File: src/rtl/epc_pkg.sv
// ----------------------------------------------------------------------------
// epc_pkg
// Shared constants, command codes and controller-to-datapath command bundle
// for the encoder position controller.
// ----------------------------------------------------------------------------
package epc_pkg;

	// Default build values
	localparam int COUNT_WIDTH_DEF = 32;
	localparam int PWM_TOP_DEF     = 400;

	// Fixed field widths
	localparam int FUNC_W     = 2;
	localparam int TARGET_W   = 32;
	localparam int POS_W      = 32;
	localparam int ERR_W      = 33;
	localparam int GAIN_W     = 16;
	localparam int DB_W       = 9;
	localparam int CFG_IDX_W  = 1;
	localparam int CFG_DATA_W = 16;

	// Register reset values
	localparam logic [GAIN_W-1:0] GAIN_RESET = 16'd256;
	localparam logic [DB_W-1:0]   DB_RESET   = 9'd0;

	// Register indexes
	localparam logic [CFG_IDX_W-1:0] CFG_GAIN = 1'b0;
	localparam logic [CFG_IDX_W-1:0] CFG_DB   = 1'b1;

	// Request kinds
	localparam logic [FUNC_W-1:0] FUNC_CHA  = 2'd0;
	localparam logic [FUNC_W-1:0] FUNC_CHB  = 2'd1;
	localparam logic [FUNC_W-1:0] FUNC_CLR  = 2'd2;
	localparam logic [FUNC_W-1:0] FUNC_CTRL = 2'd3;

	// One enable per datapath step
	typedef struct packed {
		logic load;     // capture request payload
		logic cnt_en;   // apply encoder / clear event
		logic err_en;   // error and saturation
		logic mul1_en;  // error times gain
		logic mag_en;   // effort magnitude and direction
		logic mul2_en;  // magnitude times duty slope
		logic div_en;   // divide by PWM top (reciprocal)
		logic duty_en;  // dead band offset and clamp
		logic out_load; // load result register
	} cmd_t;

endpackage

File: src/rtl/epc_ctrl.sv
// ----------------------------------------------------------------------------
// epc_ctrl
// Sequencer: accepts one request, steps the datapath, hands off the result.
// ----------------------------------------------------------------------------
module epc_ctrl (
	input  logic                       clk,
	input  logic                       arst_n,
	input  logic                       s_tvalid,
	output logic                       s_tready,
	input  logic [epc_pkg::FUNC_W-1:0] func,
	output logic                       m_tvalid,
	input  logic                       m_tready,
	output epc_pkg::cmd_t              cmd
);

	localparam logic [3:0] ST_IDLE = 4'd0;
	localparam logic [3:0] ST_CNT  = 4'd1;
	localparam logic [3:0] ST_ERR  = 4'd2;
	localparam logic [3:0] ST_MUL1 = 4'd3;
	localparam logic [3:0] ST_MAG  = 4'd4;
	localparam logic [3:0] ST_MUL2 = 4'd5;
	localparam logic [3:0] ST_DIV  = 4'd6;
	localparam logic [3:0] ST_DUTY = 4'd7;
	localparam logic [3:0] ST_PUSH = 4'd8;

	logic [3:0] state_q;
	logic [3:0] state_d;
	logic       mvalid_q;

	always_comb begin
		state_d  = state_q;
		cmd      = '0;
		s_tready = 1'b0;
		case (state_q)
			ST_IDLE: begin
				s_tready = 1'b1;
				if (s_tvalid) begin
					cmd.load = 1'b1;
					state_d  = (func == epc_pkg::FUNC_CTRL) ? ST_ERR : ST_CNT;
				end
			end
			ST_CNT: begin
				cmd.cnt_en = 1'b1;
				state_d    = ST_PUSH;
			end
			ST_ERR: begin
				cmd.err_en = 1'b1;
				state_d    = ST_MUL1;
			end
			ST_MUL1: begin
				cmd.mul1_en = 1'b1;
				state_d     = ST_MAG;
			end
			ST_MAG: begin
				cmd.mag_en = 1'b1;
				state_d    = ST_MUL2;
			end
			ST_MUL2: begin
				cmd.mul2_en = 1'b1;
				state_d     = ST_DIV;
			end
			ST_DIV: begin
				cmd.div_en = 1'b1;
				state_d    = ST_DUTY;
			end
			ST_DUTY: begin
				cmd.duty_en = 1'b1;
				state_d     = ST_PUSH;
			end
			ST_PUSH: begin
				// hold until the result register is free
				if (!mvalid_q || m_tready) begin
					cmd.out_load = 1'b1;
					state_d      = ST_IDLE;
				end
			end
			default: begin
				state_d = ST_IDLE;
			end
		endcase
	end

	always_ff @(posedge clk or negedge arst_n) begin
		if (!arst_n) begin
			state_q  <= ST_IDLE;
			mvalid_q <= 1'b0;
		end else begin
			state_q <= state_d;
			if (cmd.out_load) begin
				mvalid_q <= 1'b1;
			end else if (m_tready) begin
				mvalid_q <= 1'b0;
			end
		end
	end

	assign m_tvalid = mvalid_q;

endmodule

File: config.mk
export PLATFORM = sky130hd
export DESIGN_NAME = epc_ctrl
export DESIGN_NICKNAME = d
export VERILOG_FILES = /design/src/rtl/epc_pkg.sv /design/src/rtl/epc_ctrl.sv
export SDC_FILE = /design/constraint.sdc
export NUM_CORES = 1
export LEC_CHECK = 0
export ABC_AREA = 1
export BUFFER_PORTS_ARGS = -buffer_cell sky130_fd_sc_hd__buf_2
export CORE_AREA = 2 2 39 41
export CTS_CLUSTER_DIAMETER = 150
export DETAILED_ROUTE_END_ITERATION = 8
export DIE_AREA = 0 0 41 43
export GPL_ROUTABILITY_DRIVEN = 1
export PLACE_DENSITY_LB_ADDON = 0.08
export SLEW_MARGIN = 20
export SYNTH_ARGS = -nofsm -noshare
export SYNTH_HDL_FRONTEND = slang
export SYNTH_SLANG_ARGS = --single-unit
export TNS_END_PERCENT = 20
File: constraint.sdc
create_clock -name clk -period 1.45 [get_ports clk]
set_input_delay 0.29 -clock clk [delete_from_list [all_inputs] [get_ports clk]]
set_output_delay 0.29 -clock clk [all_outputs]
set_load 0.005 [all_outputs]
Word-level counts from Yosys, hierarchy flattened
Index checks and enable logic that the tools add are counted.
{ "classes": {"reduce_logical": 6, "muxes": 18, "eq_ne": 11} }
{ "ops": {"columns": ["op", "count"], "rows": [
  ["case mux 4 bit (8 select lines)", 1],
  ["== test 4 x 3 -> 1 bit (second input constant)", 4],
  ["2-to-1 mux 1 bit", 14],
  ["== test 4 x 2 -> 1 bit (second input constant)", 2],
  ["2-to-1 mux 4 bit", 2],
  ["== test 4 x 1 -> 1 bit (second input constant)", 1],
  ["== test 4 bit (second input constant)", 1],
  ["logical NOT 4 bit", 1],
  ["!= test 2 bit (second input constant)", 2],
  ["== test 2 bit (second input constant)", 1],
  ["2-to-1 mux 2 bit", 1],
  ["AND reduction 2 bit", 1],
  ["nonzero test 2 bit", 1],
  ["OR reduction 2 bit", 1],
  ["logical NOT 1 bit", 1],
  ["logical OR 1 bit", 1]
]} }
{ "word_totals": {"out_inout_bits": 11, "elab_cells": 37, "register_bits": 5, "input_bits": 6} }

Longest topological paths before layout
{ "logic_depth": {"depth_word": 5, "mapped_depth": 6, "ltp_nobuf": 6} }

Worst setup path after synthesis
Ideal clock, no wire load.
{ "synth_timing": {"path_kind": "reg-to-output", "from": "register state_q[1]", "to": "output cmd[0] (netlist bit)", "arrival_time_ps": 842, "path_buffers": 0, "setup_slack_ps": 318, "stages_incl_launch_ff": 4, "required_time_ps": 1160, "cell_sequence": "dfrtp_1 nor2_2 nand3_1 nor2_1"} }
{ "synth_rtl": {"columns": ["item", "line", "text"], "rows": [
  ["start, declared", "epc_ctrl.sv:26", "logic [3:0] state_q;"],
  ["start signal, assigned", "epc_ctrl.sv:88", "state_q <= state_d;"],
  ["end, declared", "epc_ctrl.sv:13", "output epc_pkg::cmd_t cmd"]
]} }

==> reports/qor.csv <==
metric;value;unit
share_of_post_route_cells_with_drive_strength_above_1;54.1;%
clock.fmax;686;MHz
grt_pass1_wl;1.28;mm
critical_path.max_fanout;5;
unrepaired_setup_endpoints_after_global_routing;yes;
max_cap_violations;0;
worstMarginPinSlew;0.157;ns
power.static_leakage;0.307;nW
hold-worst-slack;0.250;ns
post_cts_clock_slew_at_the_launch_and_capture_registers_of_the_worst_setup_and_hold_paths;0.05;ns
start_util;24.8;%
timing.hold.worst.class;input pin to register;
grt_antenna_before_repair;0;
vdd_ir_drop_max;0.733;mV
avgSynthCellArea;6.59;um2
final_cell_mix;15 x sky130_fd_sc_hd__buf_2, 8 x sky130_fd_sc_hd__nand2_1, 8 x sky130_fd_sc_hd__nor2_1;
hold_end;m_tvalid$_DFFE_PN0P_;
switching_power;0.497;mW
internal_power;0.595;mW
drt_pass1_iterations;2;
flow.area_growth_from_synthesis;55.5;%
p_clk_share;14.9;%
share_seq_of_total_power;25.9;%
synth.distinct_cells;14;
hold-path-cell-count;2;
antenna_cells;0;
cts-root-to-sink-buffers;2;
wire_per_inst;8.79;um
slew_headroom;89.5;%
synth-warning-count;0;
cts_tree;done;
grt_pass1_vias;334;
final.setup.worst_slack;-0.00700;ns
postSynthRegisterBits;5;
route.vias.total;391;
cts_sink_cnt;5;
run_status;complete, but fails checks;
die_w;41;um
ios;17;
filler_cell_count;158;
post-route-min-period;1.46;ns
syn_nets;58;
die-area;1760;um2
hold_path.startpoint;m_tready;
p_comb_share;59.3;%
drt_first_iter_violations;3;
antenna_left;0;
place.gp.congestion;0.767;
setup_viol;1;
min_period_over_period;100;%
coreArea;1380;um2
clock_insertion_delay_worst_skew;0.25;ns
fin_worst_skew;0.00881;ns
setup.reg_to_reg.worst_slack;0.38;ns
power.density;2050;nW/um2
sequential_element_share_of_the_synthesized_area;36.5;%
cp_data_arrival_time;1.17;ns
gr-total-overflow;0;
grt_use_total;11.5;%
grt_max_degree;6;
clk_root_buffer_cell;sky130_fd_sc_hd__clkbuf_4;
violations;setup timing;
worst-endpoint-required;1.16;ns
final_max_slew_viol_count;0;
total_power;1.09;mW
h-tree-depth;1;
mappedNetlistArea;343;um2
worst_setup_path_end_kind;output pin;
most_frequent_standard_cell_in_the_layout_excluding_fill_and_tap_cells;sky130_fd_sc_hd__buf_2;
critical_path.reg2reg.endpoint;state_q[1]$_DFFE_PN0P_;
post_drt_via_cell_ratio;4.34;
netSwitchingFraction;45.5;%
wirelength;791;um
fp-row-count;14;
fin_tns_setup;-0.00700;ns
chip_height;43;um
crit_path_start_kind;register;
place.detailed.hpwl;644;um
cts_inserted_buffers;3;
r2r.worst_path.cells;7;
r2r_start;state_q[1]$_DFFE_PN0P_;
postSynthCellCount;52;
final_nets;81;
drt_drc_violations_left;0;
timing_hold_violations_final;0;
path_class;register to output pin;
portBuffers;16;
## layer usage
| layer | up-vias | global-route usage, % | part of all wire (%) |
|---|---|---|---|
| li1 | 204 | - | - |
| met1 | 174 | 13.1 | 43 |
| met2 | 11 | 15.6 | 49 |
| met3 | 2 | 7.85 | 6.1 |
| met4 | 0 | 6.00 | 1.8 |
| met5 | - | 0 | 0 |
## state kept, by name (all words and copies together), names as in the netlist
name,flops
m_tvalid,1
state_q,4
## cells in the mapped netlist
library cell,number,area [um2]
sky130_fd_sc_hd__a31oi_1,1,6.26
sky130_fd_sc_hd__nand4_1,1,6.26
sky130_fd_sc_hd__nor3_1,1,5.00
sky130_fd_sc_hd__nor3_2,1,10.0
sky130_fd_sc_hd__o21ai_0,1,5.00
sky130_fd_sc_hd__inv_1,7,26.3
sky130_fd_sc_hd__nor2_1,9,33.8
sky130_fd_sc_hd__o21ai_1,1,5.00
sky130_fd_sc_hd__nand2_1,8,30.0
sky130_fd_sc_hd__nand3_1,5,25.0
sky130_fd_sc_hd__dfrtp_1,5,125
sky130_fd_sc_hd__nor2_2,5,31.3
sky130_fd_sc_hd__nand2_2,3,18.8
sky130_fd_sc_hd__inv_2,4,15.0
## critical path, cell delays in order (launching register included)
cell                      delay (ns)
sky130_fd_sc_hd__dfrtp_2        0.45
sky130_fd_sc_hd__nor2_4         0.14
sky130_fd_sc_hd__inv_2          0.06
sky130_fd_sc_hd__nor3_2         0.13
sky130_fd_sc_hd__buf_2          0.14
## kinds of logic after synthesis
logic type | after synthesis | share of synthesized area [%]
AND/OR/NAND/NOR | 33 | 46.7
AO/OA/AOI/OAI | 3 | 4.74
buffers and inverters | 11 | 12.0
flip-flops | 5 | 36.5
## power by group through the flow
stage | sequential, mW | combinational [mW] | clock, mW
4_1_cts | 0.278 | 0.608 | 0.168
3_3_place_gp | 0.267 | 0.532 | 0
6_report | 0.282 | 0.647 | 0.163
3_5_place_dp | 0.267 | 0.521 | 0
5_1_grt | 0.294 | 0.727 | 0.180
2_1_floorplan | 0.258 | 0.363 | 0
## layout make-up
type / instances / area (um2) / share of cell area (%)
Sequential cell: 5 / 129 / 24.2
Timing Repair Buffer: 18 / 116 / 21.8
Clock buffer: 3 / 22.5 / 4.23
Inverter: 11 / 41.3 / 7.75
Multi-Input combinational cell: 36 / 199 / 37.3
Tap cell: 16 / 20.0 / 3.76
Clock inverter: 1 / 5.00 / 0.939
## worst max-delay path by stage
| stage | start | end | slack [ns] | cells past startpoint |
|---|---|---|---|---|
| after floorplan | state_q[1]$_DFFE_PN0P_ | cmd[0] | 0.32 | 3 |
| after global placement | state_q[1]$_DFFE_PN0P_ | cmd[0] | 0.15 | 4 |
| after detailed placement | state_q[1]$_DFFE_PN0P_ | cmd[0] | 0.15 | 4 |
| after CTS | state_q[3]$_DFFE_PN0P_ | cmd[7] | -0.02 | 4 |
| after global routing | state_q[2]$_DFFE_PN0P_ | cmd[3] | -0.08 | 5 |
| final | state_q[3]$_DFFE_PN0P_ | cmd[7] | -0.007 | 4 |
## through the flow
| step | worst slack (ns) | area (um2) | instances | utilization, % |
|---|---|---|---|---|
| global route | -0.0817 | 533 | 90 | 38.5 |
| CTS | -0.0196 | 518 | 90 | 37.4 |
| global placement | 0.148 | 443 | 84 | 32.0 |
| floorplan | 0.318 | 343 | 52 | - |
| detailed placement | 0.151 | 443 | 84 | 32.0 |
| finish | -0.00700 | 533 | 90 | 38.5 |
## what timing repair did
| action | 4_1_cts | 5_1_grt |
|---|---|---|
| hold endpoints to repair | 5 | 0 |
| setup buffers | 1 | 0 |
| pin swaps | 0 | 2 |
| resized for setup | 5 | 5 |
| hold buffers | 1 | 0 |
| setup endpoints to repair | 7 | 10 |
Power figures use the tool's default switching activity.
