### config.mk
export PLATFORM = sky130hd
export DESIGN_NAME = epc_datapath
export DESIGN_NICKNAME = d
export VERILOG_FILES = /design/src/rtl/epc_pkg.sv /design/src/rtl/epc_datapath.sv
export SDC_FILE = /design/constraint.sdc
export NUM_CORES = 2
export LEC_CHECK = 0
export ABC_AREA = 1
export BUFFER_PORTS_ARGS = -buffer_cell sky130_fd_sc_hd__buf_2
export CAP_MARGIN = 20
export CORE_AREA = 2 2 568 288
export DETAILED_ROUTE_END_ITERATION = 10
export DIE_AREA = 0 0 570 290
export PLACE_DENSITY = 0.55
export SLEW_MARGIN = 20
export SYNTH_ARGS = -nofsm -noshare
export SYNTH_HDL_FRONTEND = slang
export SYNTH_SLANG_ARGS = --single-unit
export TNS_END_PERCENT = 50
### constraint.sdc
create_clock -name clk -period 17.98 [get_ports clk]
set_clock_uncertainty 0.05 [all_clocks]
set_input_delay 0.899 -clock clk [delete_from_list [all_inputs] [get_ports clk]]
set_output_delay 0.899 -clock clk [all_outputs]
set_load 0.03 [all_outputs]
### src/rtl/epc_pkg.sv
// ----------------------------------------------------------------------------
// epc_pkg
// Shared constants, command codes and controller-to-datapath command bundle
// for the encoder position controller.
// ----------------------------------------------------------------------------
package epc_pkg;

	// Default build values
	localparam int COUNT_WIDTH_DEF = 32;
	localparam int PWM_TOP_DEF     = 400;

	// Fixed field widths
	localparam int FUNC_W     = 2;
	localparam int TARGET_W   = 32;
	localparam int POS_W      = 32;
	localparam int ERR_W      = 33;
	localparam int GAIN_W     = 16;
	localparam int DB_W       = 9;
	localparam int CFG_IDX_W  = 1;
	localparam int CFG_DATA_W = 16;

	// Register reset values
	localparam logic [GAIN_W-1:0] GAIN_RESET = 16'd256;
	localparam logic [DB_W-1:0]   DB_RESET   = 9'd0;

	// Register indexes
	localparam logic [CFG_IDX_W-1:0] CFG_GAIN = 1'b0;
	localparam logic [CFG_IDX_W-1:0] CFG_DB   = 1'b1;

	// Request kinds
	localparam logic [FUNC_W-1:0] FUNC_CHA  = 2'd0;
	localparam logic [FUNC_W-1:0] FUNC_CHB  = 2'd1;
	localparam logic [FUNC_W-1:0] FUNC_CLR  = 2'd2;
	localparam logic [FUNC_W-1:0] FUNC_CTRL = 2'd3;

	// One enable per datapath step
	typedef struct packed {
		logic load;     // capture request payload
		logic cnt_en;   // apply encoder / clear event
		logic err_en;   // error and saturation
		logic mul1_en;  // error times gain
		logic mag_en;   // effort magnitude and direction
		logic mul2_en;  // magnitude times duty slope
		logic div_en;   // divide by PWM top (reciprocal)
		logic duty_en;  // dead band offset and clamp
		logic out_load; // load result register
	} cmd_t;

endpackage

### src/rtl/epc_datapath.sv
// ----------------------------------------------------------------------------
// epc_datapath
// Position counter, control arithmetic, configuration and result registers.
// ----------------------------------------------------------------------------
module epc_datapath #(
	parameter int COUNT_WIDTH = epc_pkg::COUNT_WIDTH_DEF,
	parameter int PWM_TOP     = epc_pkg::PWM_TOP_DEF,
	localparam int DUTY_W     = $clog2(PWM_TOP + 1)
) (
	input  logic                                  clk,
	input  logic                                  arst_n,
	input  epc_pkg::cmd_t                         cmd,
	input  logic [epc_pkg::FUNC_W-1:0]            func,
	input  logic signed [epc_pkg::TARGET_W-1:0]   target,
	input  logic                                  cfg_we,
	input  logic [epc_pkg::CFG_IDX_W-1:0]         cfg_index,
	input  logic [epc_pkg::CFG_DATA_W-1:0]        cfg_data,
	output logic [epc_pkg::POS_W-1:0]             position,
	output logic signed [epc_pkg::ERR_W-1:0]      error,
	output logic                                  forward,
	output logic [DUTY_W-1:0]                     duty
);

	localparam int CW     = COUNT_WIDTH;
	localparam int EW     = ((CW > epc_pkg::TARGET_W) ? CW : epc_pkg::TARGET_W) + 1;
	localparam int PROD_W = epc_pkg::ERR_W + epc_pkg::GAIN_W + 1;
	localparam int MAG_SAT = PWM_TOP * 512;
	localparam int MW     = $clog2(MAG_SAT + 1);
	localparam int TW     = $clog2(PWM_TOP + 1);
	localparam int DW     = (TW > epc_pkg::DB_W) ? TW : epc_pkg::DB_W;
	localparam int N      = MW + DW;
	localparam int L      = $clog2(PWM_TOP);
	localparam int S      = N + L;
	localparam int RW     = N + 2;
	localparam int XW     = N + RW;
	localparam int QW     = XW - S;
	localparam int SW     = QW + 1;
	localparam logic [63:0] RECIP64 =
		((64'd1 << S) + 64'(PWM_TOP) - 64'd1) / 64'(PWM_TOP);
	localparam logic [RW-1:0] RECIP = RW'(RECIP64);
	localparam logic signed [EW-1:0] ERR_HI = EW'($signed({1'b0, {32{1'b1}}}));
	localparam logic signed [EW-1:0] ERR_LO = -ERR_HI;

	// configuration
	logic [epc_pkg::GAIN_W-1:0] gain_q;
	logic [epc_pkg::DB_W-1:0]   db_q;

	// state
	logic [epc_pkg::FUNC_W-1:0]        func_q;
	logic signed [epc_pkg::TARGET_W-1:0] target_q;
	logic [CW-1:0]                     count_q;
	logic                              pha_q;
	logic                              phb_q;
	logic signed [epc_pkg::ERR_W-1:0]  err_q;
	logic                              dir_q;
	logic [DUTY_W-1:0]                 duty_q;

	// working registers
	logic signed [PROD_W-1:0] prod_q;
	logic [MW-1:0]            mag_q;
	logic                     neg_q;
	logic [DW-1:0]            dmag_q;
	logic [N-1:0]             x_q;
	logic [QW-1:0]            quo_q;

	// result register
	logic [epc_pkg::POS_W-1:0]        out_pos_q;
	logic signed [epc_pkg::ERR_W-1:0] out_err_q;
	logic                             out_fwd_q;
	logic [DUTY_W-1:0]                out_duty_q;

	// combinational
	logic                      up;
	logic signed [EW-1:0]      diff_full;
	logic signed [epc_pkg::ERR_W-1:0] err_sat;
	logic signed [PROD_W-1:0]  prod_adj;
	logic signed [PROD_W-1:0]  eff;
	logic [PROD_W-1:0]         mag_full;
	logic [MW-1:0]             mag_sat;
	logic                      db_over;
	logic [DW-1:0]             dmag;
	logic [XW-1:0]             recip_prod;
	logic [SW-1:0]             val;
	logic [SW-1:0]             top_ext;
	logic [SW-1:0]             db_ext;
	logic [DUTY_W-1:0]         duty_next;

	assign up = (func_q == epc_pkg::FUNC_CHA) ? (~pha_q != phb_q) : (pha_q == ~phb_q);

	// error, saturated to +-(2^32 - 1)
	always_comb begin
		diff_full = EW'(target_q) - EW'($signed(count_q));
		if (diff_full > ERR_HI) begin
			err_sat = epc_pkg::ERR_W'(ERR_HI);
		end else if (diff_full < ERR_LO) begin
			err_sat = epc_pkg::ERR_W'(ERR_LO);
		end else begin
			err_sat = epc_pkg::ERR_W'(diff_full);
		end
	end

	// effort = product / 256 toward zero; clip magnitude where the clamp decides anyway
	always_comb begin
		prod_adj = prod_q + (prod_q[PROD_W-1] ? PROD_W'(255) : PROD_W'(0));
		eff      = prod_adj >>> 8;
		mag_full = eff[PROD_W-1] ? PROD_W'(-eff) : PROD_W'(eff);
		mag_sat  = (mag_full > PROD_W'(MAG_SAT)) ? MW'(MAG_SAT) : mag_full[MW-1:0];
		db_over  = DW'(db_q) > DW'(PWM_TOP);
		dmag     = db_over ? (DW'(db_q) - DW'(PWM_TOP)) : (DW'(PWM_TOP) - DW'(db_q));
	end

	assign recip_prod = XW'(x_q) * XW'(RECIP);

	// dead band offset and clamp to 0..PWM_TOP
	always_comb begin
		top_ext = SW'(PWM_TOP);
		db_ext  = SW'(db_q);
		if (neg_q) begin
			val = (SW'(quo_q) >= db_ext) ? '0 : (db_ext - SW'(quo_q));
		end else begin
			val = SW'(quo_q) + db_ext;
		end
		duty_next = (val > top_ext) ? DUTY_W'(PWM_TOP) : DUTY_W'(val);
	end

	always_ff @(posedge clk or negedge arst_n) begin
		if (!arst_n) begin
			gain_q  <= epc_pkg::GAIN_RESET;
			db_q    <= epc_pkg::DB_RESET;
			count_q <= '0;
			pha_q   <= 1'b0;
			phb_q   <= 1'b0;
			err_q   <= '0;
			dir_q   <= 1'b0;
			duty_q  <= '0;
		end else begin
			if (cfg_we) begin
				case (cfg_index)
					epc_pkg::CFG_GAIN: gain_q <= cfg_data;
					epc_pkg::CFG_DB:   db_q   <= cfg_data[epc_pkg::DB_W-1:0];
					default: ;
				endcase
			end
			if (cmd.cnt_en) begin
				case (func_q)
					epc_pkg::FUNC_CHA: begin
						pha_q   <= ~pha_q;
						count_q <= up ? count_q + CW'(1) : count_q - CW'(1);
					end
					epc_pkg::FUNC_CHB: begin
						phb_q   <= ~phb_q;
						count_q <= up ? count_q + CW'(1) : count_q - CW'(1);
					end
					epc_pkg::FUNC_CLR: begin
						count_q <= '0;
					end
					default: ;
				endcase
			end
			if (cmd.err_en) begin
				err_q <= err_sat;
			end
			if (cmd.mag_en) begin
				dir_q <= ~eff[PROD_W-1];
			end
			if (cmd.duty_en) begin
				duty_q <= duty_next;
			end
		end
	end

	always_ff @(posedge clk) begin
		if (cmd.load) begin
			func_q   <= func;
			target_q <= target;
		end
		if (cmd.mul1_en) begin
			prod_q <= PROD_W'(err_q) * PROD_W'($signed({1'b0, gain_q}));
		end
		if (cmd.mag_en) begin
			mag_q  <= mag_sat;
			neg_q  <= db_over;
			dmag_q <= dmag;
		end
		if (cmd.mul2_en) begin
			x_q <= N'(mag_q) * N'(dmag_q);
		end
		if (cmd.div_en) begin
			quo_q <= recip_prod[XW-1:S];
		end
		if (cmd.out_load) begin
			out_pos_q  <= epc_pkg::POS_W'(count_q);
			out_err_q  <= err_q;
			out_fwd_q  <= dir_q;
			out_duty_q <= duty_q;
		end
	end

	assign position = out_pos_q;
	assign error    = out_err_q;
	assign forward  = out_fwd_q;
	assign duty     = out_duty_q;

endmodule

# --- Word-level counts from Yosys, hierarchy flattened ---
# Cells that the tools add are included.
totals:
  regBits: 335
  word_cells: 65
  in_bits: 63
  output_inout_bits: 75
op_classes:
  order_cmp: 6
  n_addsub: 9
  mux: 11
  bitwise_logic: 4
  n_mul: 3
  n_eq_ne: 4
  n_reduce_logical: 8
op_table:
  columns: ["operator", "n"]
  rows:
  - ["33-bit 2-to-1 mux", 2]
  - ["32-bit case mux with 2 select lines", 1]
  - ["27-bit by 26-bit multiplier with 53-bit output (second input constant)", 1]
  - ["50-bit by 9-bit adder with 50-bit output", 1]
  - ["50-bit by 18-bit > comparator with 1-bit output (second input constant)", 1]
  - ["33-bit by 17-bit multiplier with 50-bit output", 1]
  - ["50-bit 2-to-1 mux", 1]
  - ["42-bit negator with 50-bit output", 1]
  - ["21-bit 2-to-1 mux", 2]
  - ["33-bit > comparator (second input constant)", 1]
  - ["33-bit < comparator (second input constant)", 1]
  - ["32-bit by 32-bit subtractor with 33-bit output", 1]
  - ["32-bit by 1-bit adder with 32-bit output (second input constant)", 1]
  - ["32-bit 2-to-1 mux", 1]
  - ["32-bit by 1-bit subtractor with 32-bit output (second input constant)", 1]
  - ["18-bit by 9-bit multiplier with 27-bit output", 1]
  - ["21-bit by 9-bit > comparator with 1-bit output (second input constant)", 1]
  - ["19-bit by 9-bit adder with 20-bit output", 1]
  - ["9-bit by 19-bit subtractor with 20-bit output", 1]
  - ["19-bit by 9-bit >= comparator with 1-bit output", 1]
  - ["9-bit 2-to-1 mux", 2]
  - ["2-bit AND reduction", 5]
  - ["9-bit > comparator (second input constant)", 1]
  - ["9-bit subtractor (first input constant)", 1]
  - ["other kinds (11)", 14]

# --- Depth between registers and ports, before layout ---
depth:
  ltp_word: 5
  mapped_depth: 31

# --- Least setup slack after synthesis ---
# Ideal clock, no wire load.
synth_path:
  kind: "flip-flop to flip-flop"
  startpoint: "register gain_q[8] (netlist bit)"
  endpoint: "register prod_q[46] (data pin)"
  required_time_ps: 17678
  setup_slack_ps: 11533
  path_stages_with_launch: 28
  period_less_slack_ps: 6447
  path_buffers: 2
  arrival_time_ps: 6145
  cell_sequence: "dfstp_2 -> clkbuf_1 -> clkbuf_1 -> nand2_1 -> fa_1 -> inv_1 -> fa_1 -> inv_1 -> fa_1 -> inv_1 -> fa_1 -> fa_1 -> inv_1 -> fa_1 -> inv_1 -> ha_1 -> a21oi_1 -> o21ai_0 -> a21oi_1 -> o21ai_1 -> a21boi_0 -> o21ai_1 -> a21boi_0 -> o21ai_1 -> nand2_1 -> nand2_1 -> nand2_1 -> nand2_1"
synth_between:
  elab_chain_cells: 1
synth_lines:
  columns: ["element", "line", "rtl"]
  rows:
  - ["start: declaration", "epc_datapath.sv:45", "logic [epc_pkg::GAIN_W-1:0] gain_q;"]
  - ["start signal: assignment", "epc_datapath.sv:128", "gain_q <= epc_pkg::GAIN_RESET;"]
  - ["start signal: assignment", "epc_datapath.sv:139", "epc_pkg::CFG_GAIN: gain_q <= cfg_data;"]
  - ["33-bit by 17-bit multiplier with 50-bit output", "epc_datapath.sv:178", "prod_q <= PROD_W'(err_q) * PROD_W'($signed({1'b0, gain_q}));"]
  - ["end signal: assignment", "epc_datapath.sv:178", null]
  - ["end: declaration", "epc_datapath.sv:59", "logic signed [PROD_W-1:0] prod_q;"]
# No other way between the ends.
# A chain may end at the register's enable or synchronous reset.

# --- Worst setup path in the final report ---
layout_path:
  startpoint: "register gain_q[8] (netlist bit)"
  endpoint: "register prod_q[49] (data pin)"
# Same word-level chain as after synthesis.

==> flow_summary.ini <==
[placed_design]
dp_hpwl_um = 154000
dpl-instance-area_um2 = 58700
port_buffers = 137
gp_congestion = 0.966

[drt]
drtAntennaViolNets = 0
route.detailed.drc = 0
vias = 44600
finalWirelength_um = 184000
viasPerCell = 4.96
drtIter0Drc = 4449
wl_per_cell_um = 20.4
firstDrtPassIters = 6

[final_layout]
drive_above_1_share_pct = 5.35
layout_common_cells = inv_1, nand2_1, fa_1, ha_1, nor2_1
final_cell_area_um2 = 60100
nets = 8327
area.growth.synth_to_final_pct = 7.87
final_common_cell = inv_1

[setup_path]
worstReg2RegEnd = prod_q[49]
crit_top_cell = fa_1
crit_type = reg -> reg
startpoint_type = flip-flop
r2r-start = gain_q[8]
end_kind = flip-flop
worstPathCellList = buf_4, nand2_1, fa_1, inv_1, fa_1, fa_1, fa_1, fa_1, inv_1, fa_1, inv_1, ha_1, nand2_1, nor2_1, nand2_1, o21ai_0, nor2_1, o31ai_1, nand3_1, o311ai_1, a31oi_1, xor2_1
required_ps = 18320
crit_fanout = 30
cp.arrival_ps = 7810
r2r_setup_slack_ps = 10510
crit_path_top_delay_cell = fa_1
reg2reg_depth = 22
slowest_delay_ps = 650

[sta]
fmax_mhz = 134
slew_violations = 0
grt_setup_unrepaired = no
fin_crit_sh_pct = 41.6
tns_ps = 0
hold_ws_ps = 191
period_minus_slack_ps = 7470
setup_violations = 0
tightest_slew_ps = 1150
relSlewSlack_pct = 23.1
finalHoldViolations = 0

[synth]
synth_xor_area_share_pct = 2.37
synth_nets = 8288
synth_area_per_cell_um2 = 8.20
synth_top_family_by_area = adder cells
synth-simple-area-share_pct = 16.5
muxShareOfSynthArea_pct = 0.142
netlist_area_um2 = 55700
yosysSeqAreaShare_pct = 17.1
yosys_warnings = 0
synth_fa_ha_area_share_pct = 43.9
ys_ff_latch = 335
syn_inst = 6794
synth-compound-area-share_pct = 6.35
synth_edf_count = 233
synthArstFlopShare_pct = 30.4
synth_cell_types = 58
synthFlopType = edfxtp_1

[die]
dieArea_um2 = 165000
core_area_um2 = 160000
io_pins = 138
num_rows = 104
initial_core_util_pct = 34.8
die_h_um = 290
die_width_um = 570

[grt]
busiest_layer = met1
grt_use_met2_pct = 25.7
grt-ovfl-total = 0
first_global_vias = 45100
grtUsageTotal_pct = 22.5
grt_max_degree = 64
met1_usage_pct = 38.0
antenna_found_initial = 4
gr-usage-met3_pct = 9.26
grt_pass1_wl_um = 281000

[run_status]
status = finished clean

[cts]
clk_pin_slew_ps = 80
postCtsSetupBuffers = 0
cts_sinks = 335
cts_resized = 0
cts_buffers = 37
cts_buffer_depth = 3
cts_root_buffer = clkbuf_16
htreeDepth = 2
clk_latency_ps = 640
postCtsHoldBufs = 0
cts_tree = built

[worst_hold_path]
hold_path.class = in -> async

[flow_run]
cap_violations = 0
## cell families after synthesis
| logic type | Yosys count |
|---|---|
| xor gates and xnor gates | 149 |
| buffers and inverters | 2012 |
| DFF | 335 |
| AOI/OAI and AO/OA | 631 |
| adders and majority gates | 1431 |
| muxes | 7 |
| and+or+nand+nor | 2229 |
## per-stage QoR
step | utilization [%] | worst slack [ps] | instances
5_1_grt | 37.6 | 10280 | 8984
4_1_cts | 37.6 | 10650 | 8982
3_3_place_gp | 36.7 | 10550 | 8914
6_report | 37.6 | 10510 | 8985
3_5_place_dp | 36.7 | 10680 | 8914
2_1_floorplan | - | 11530 | 6794
## worst max-delay path by stage
stage / slack [ps] / endpoint / cells after the start / start
6_report: 10510 / prod_q[49] / 22 / gain_q[8]
5_1_grt: 10280 / prod_q[49] / 22 / gain_q[8]
4_1_cts: 10650 / prod_q[49] / 22 / gain_q[8]
3_5_place_dp: 10680 / prod_q[49] / 22 / gain_q[8]
3_3_place_gp: 10550 / prod_q[49] / 22 / gain_q[8]
2_1_floorplan: 11530 / prod_q[46] / 27 / gain_q[8]
## state kept, by name, indices dropped and copies added (netlist names), 2 cells and up
name / count
prod_q: 50
err_q: 33
quo_q: 19
duty_q: 9
duty: 9
gain_q: 16
target_q: 32
db_q: 9
x_q: 27
mag_q: 18
position: 32
dmag_q: 9
func_q: 2
error: 33
count_q: 32
## critical path, delay by kind of cell (launching register included)
| kind | cells | cell delay, ps |
|---|---|---|
| AO/OA/AOI/OAI | 4 | 1060 |
| flip-flops | 1 | 570 |
| AND/OR/NAND/NOR | 6 | 820 |
| XOR/XNOR | 1 | 360 |
| buffers and inverters | 4 | 590 |
| adder cells (fa/ha/maj) | 7 | 3720 |
## routing by layer
layer | vias to the layer above | wire length (um)
li1 | 20500 | -
met1 | 21900 | 96400
met2 | 2047 | 59100
met3 | 114 | 26400
met4 | 4 | 1600
met5 | - | 22
## cell usage after synthesis (3+ instances only)
| cell type | count | area, um2 |
|---|---|---|
| a21oi_1 | 255 | 1280 |
| nor2_4 | 6 | 67.6 |
| o221ai_1 | 7 | 61.3 |
| or2_2 | 4 | 25.0 |
| nand3b_1 | 25 | 188 |
| and2_1 | 9 | 56.3 |
| nand2_4 | 5 | 56.3 |
| fa_1 | 869 | 17400 |
| nor4_1 | 13 | 81.3 |
| a21o_1 | 4 | 30.0 |
| a221oi_1 | 5 | 43.8 |
| buf_2 | 4 | 20.0 |
| o21a_1 | 19 | 143 |
| o21ai_0 | 201 | 1010 |
| mux2_2 | 7 | 78.8 |
| inv_2 | 14 | 52.6 |
| nor3b_1 | 3 | 22.5 |
| nor2_2 | 30 | 188 |
| dfrtp_1 | 101 | 2530 |
| clkbuf_1 | 185 | 694 |
| nand2_2 | 31 | 194 |
| xor2_1 | 92 | 806 |
| o31ai_1 | 10 | 75.1 |
| nor2_1 | 322 | 1210 |
| o211ai_1 | 11 | 82.6 |
| nand2_1 | 1521 | 5710 |
| a211oi_1 | 3 | 22.5 |
| nand4_1 | 44 | 275 |
| xnor2_1 | 55 | 482 |
| ha_1 | 562 | 7030 |
| edfxtp_1 | 233 | 7000 |
| o22ai_1 | 25 | 156 |
| nand3_2 | 7 | 70.1 |
| o21bai_1 | 7 | 52.6 |
| and3_1 | 3 | 18.8 |
| o21ai_1 | 10 | 50.1 |
| inv_1 | 1803 | 6770 |
| a22o_1 | 8 | 70.1 |
| a31oi_1 | 40 | 250 |
| o311ai_0 | 3 | 26.3 |
| nor3_1 | 35 | 175 |
| a21boi_0 | 12 | 90.1 |
| nand3_1 | 170 | 851 |
## area by class of cell
type,instances,area (um2)
diodes,3,7.51
clock buffers,43,968
clock inverters,25,375
fillers,16500,99800
inverters,1819,6830
multi-input cells,4447,38600
flip-flops and latches,335,9550
well taps,2120,2650
repair buffers,193,1120
Power is not shown: default switching activity piles up to over one toggle a cycle in this logic, so the estimate is an artifact.
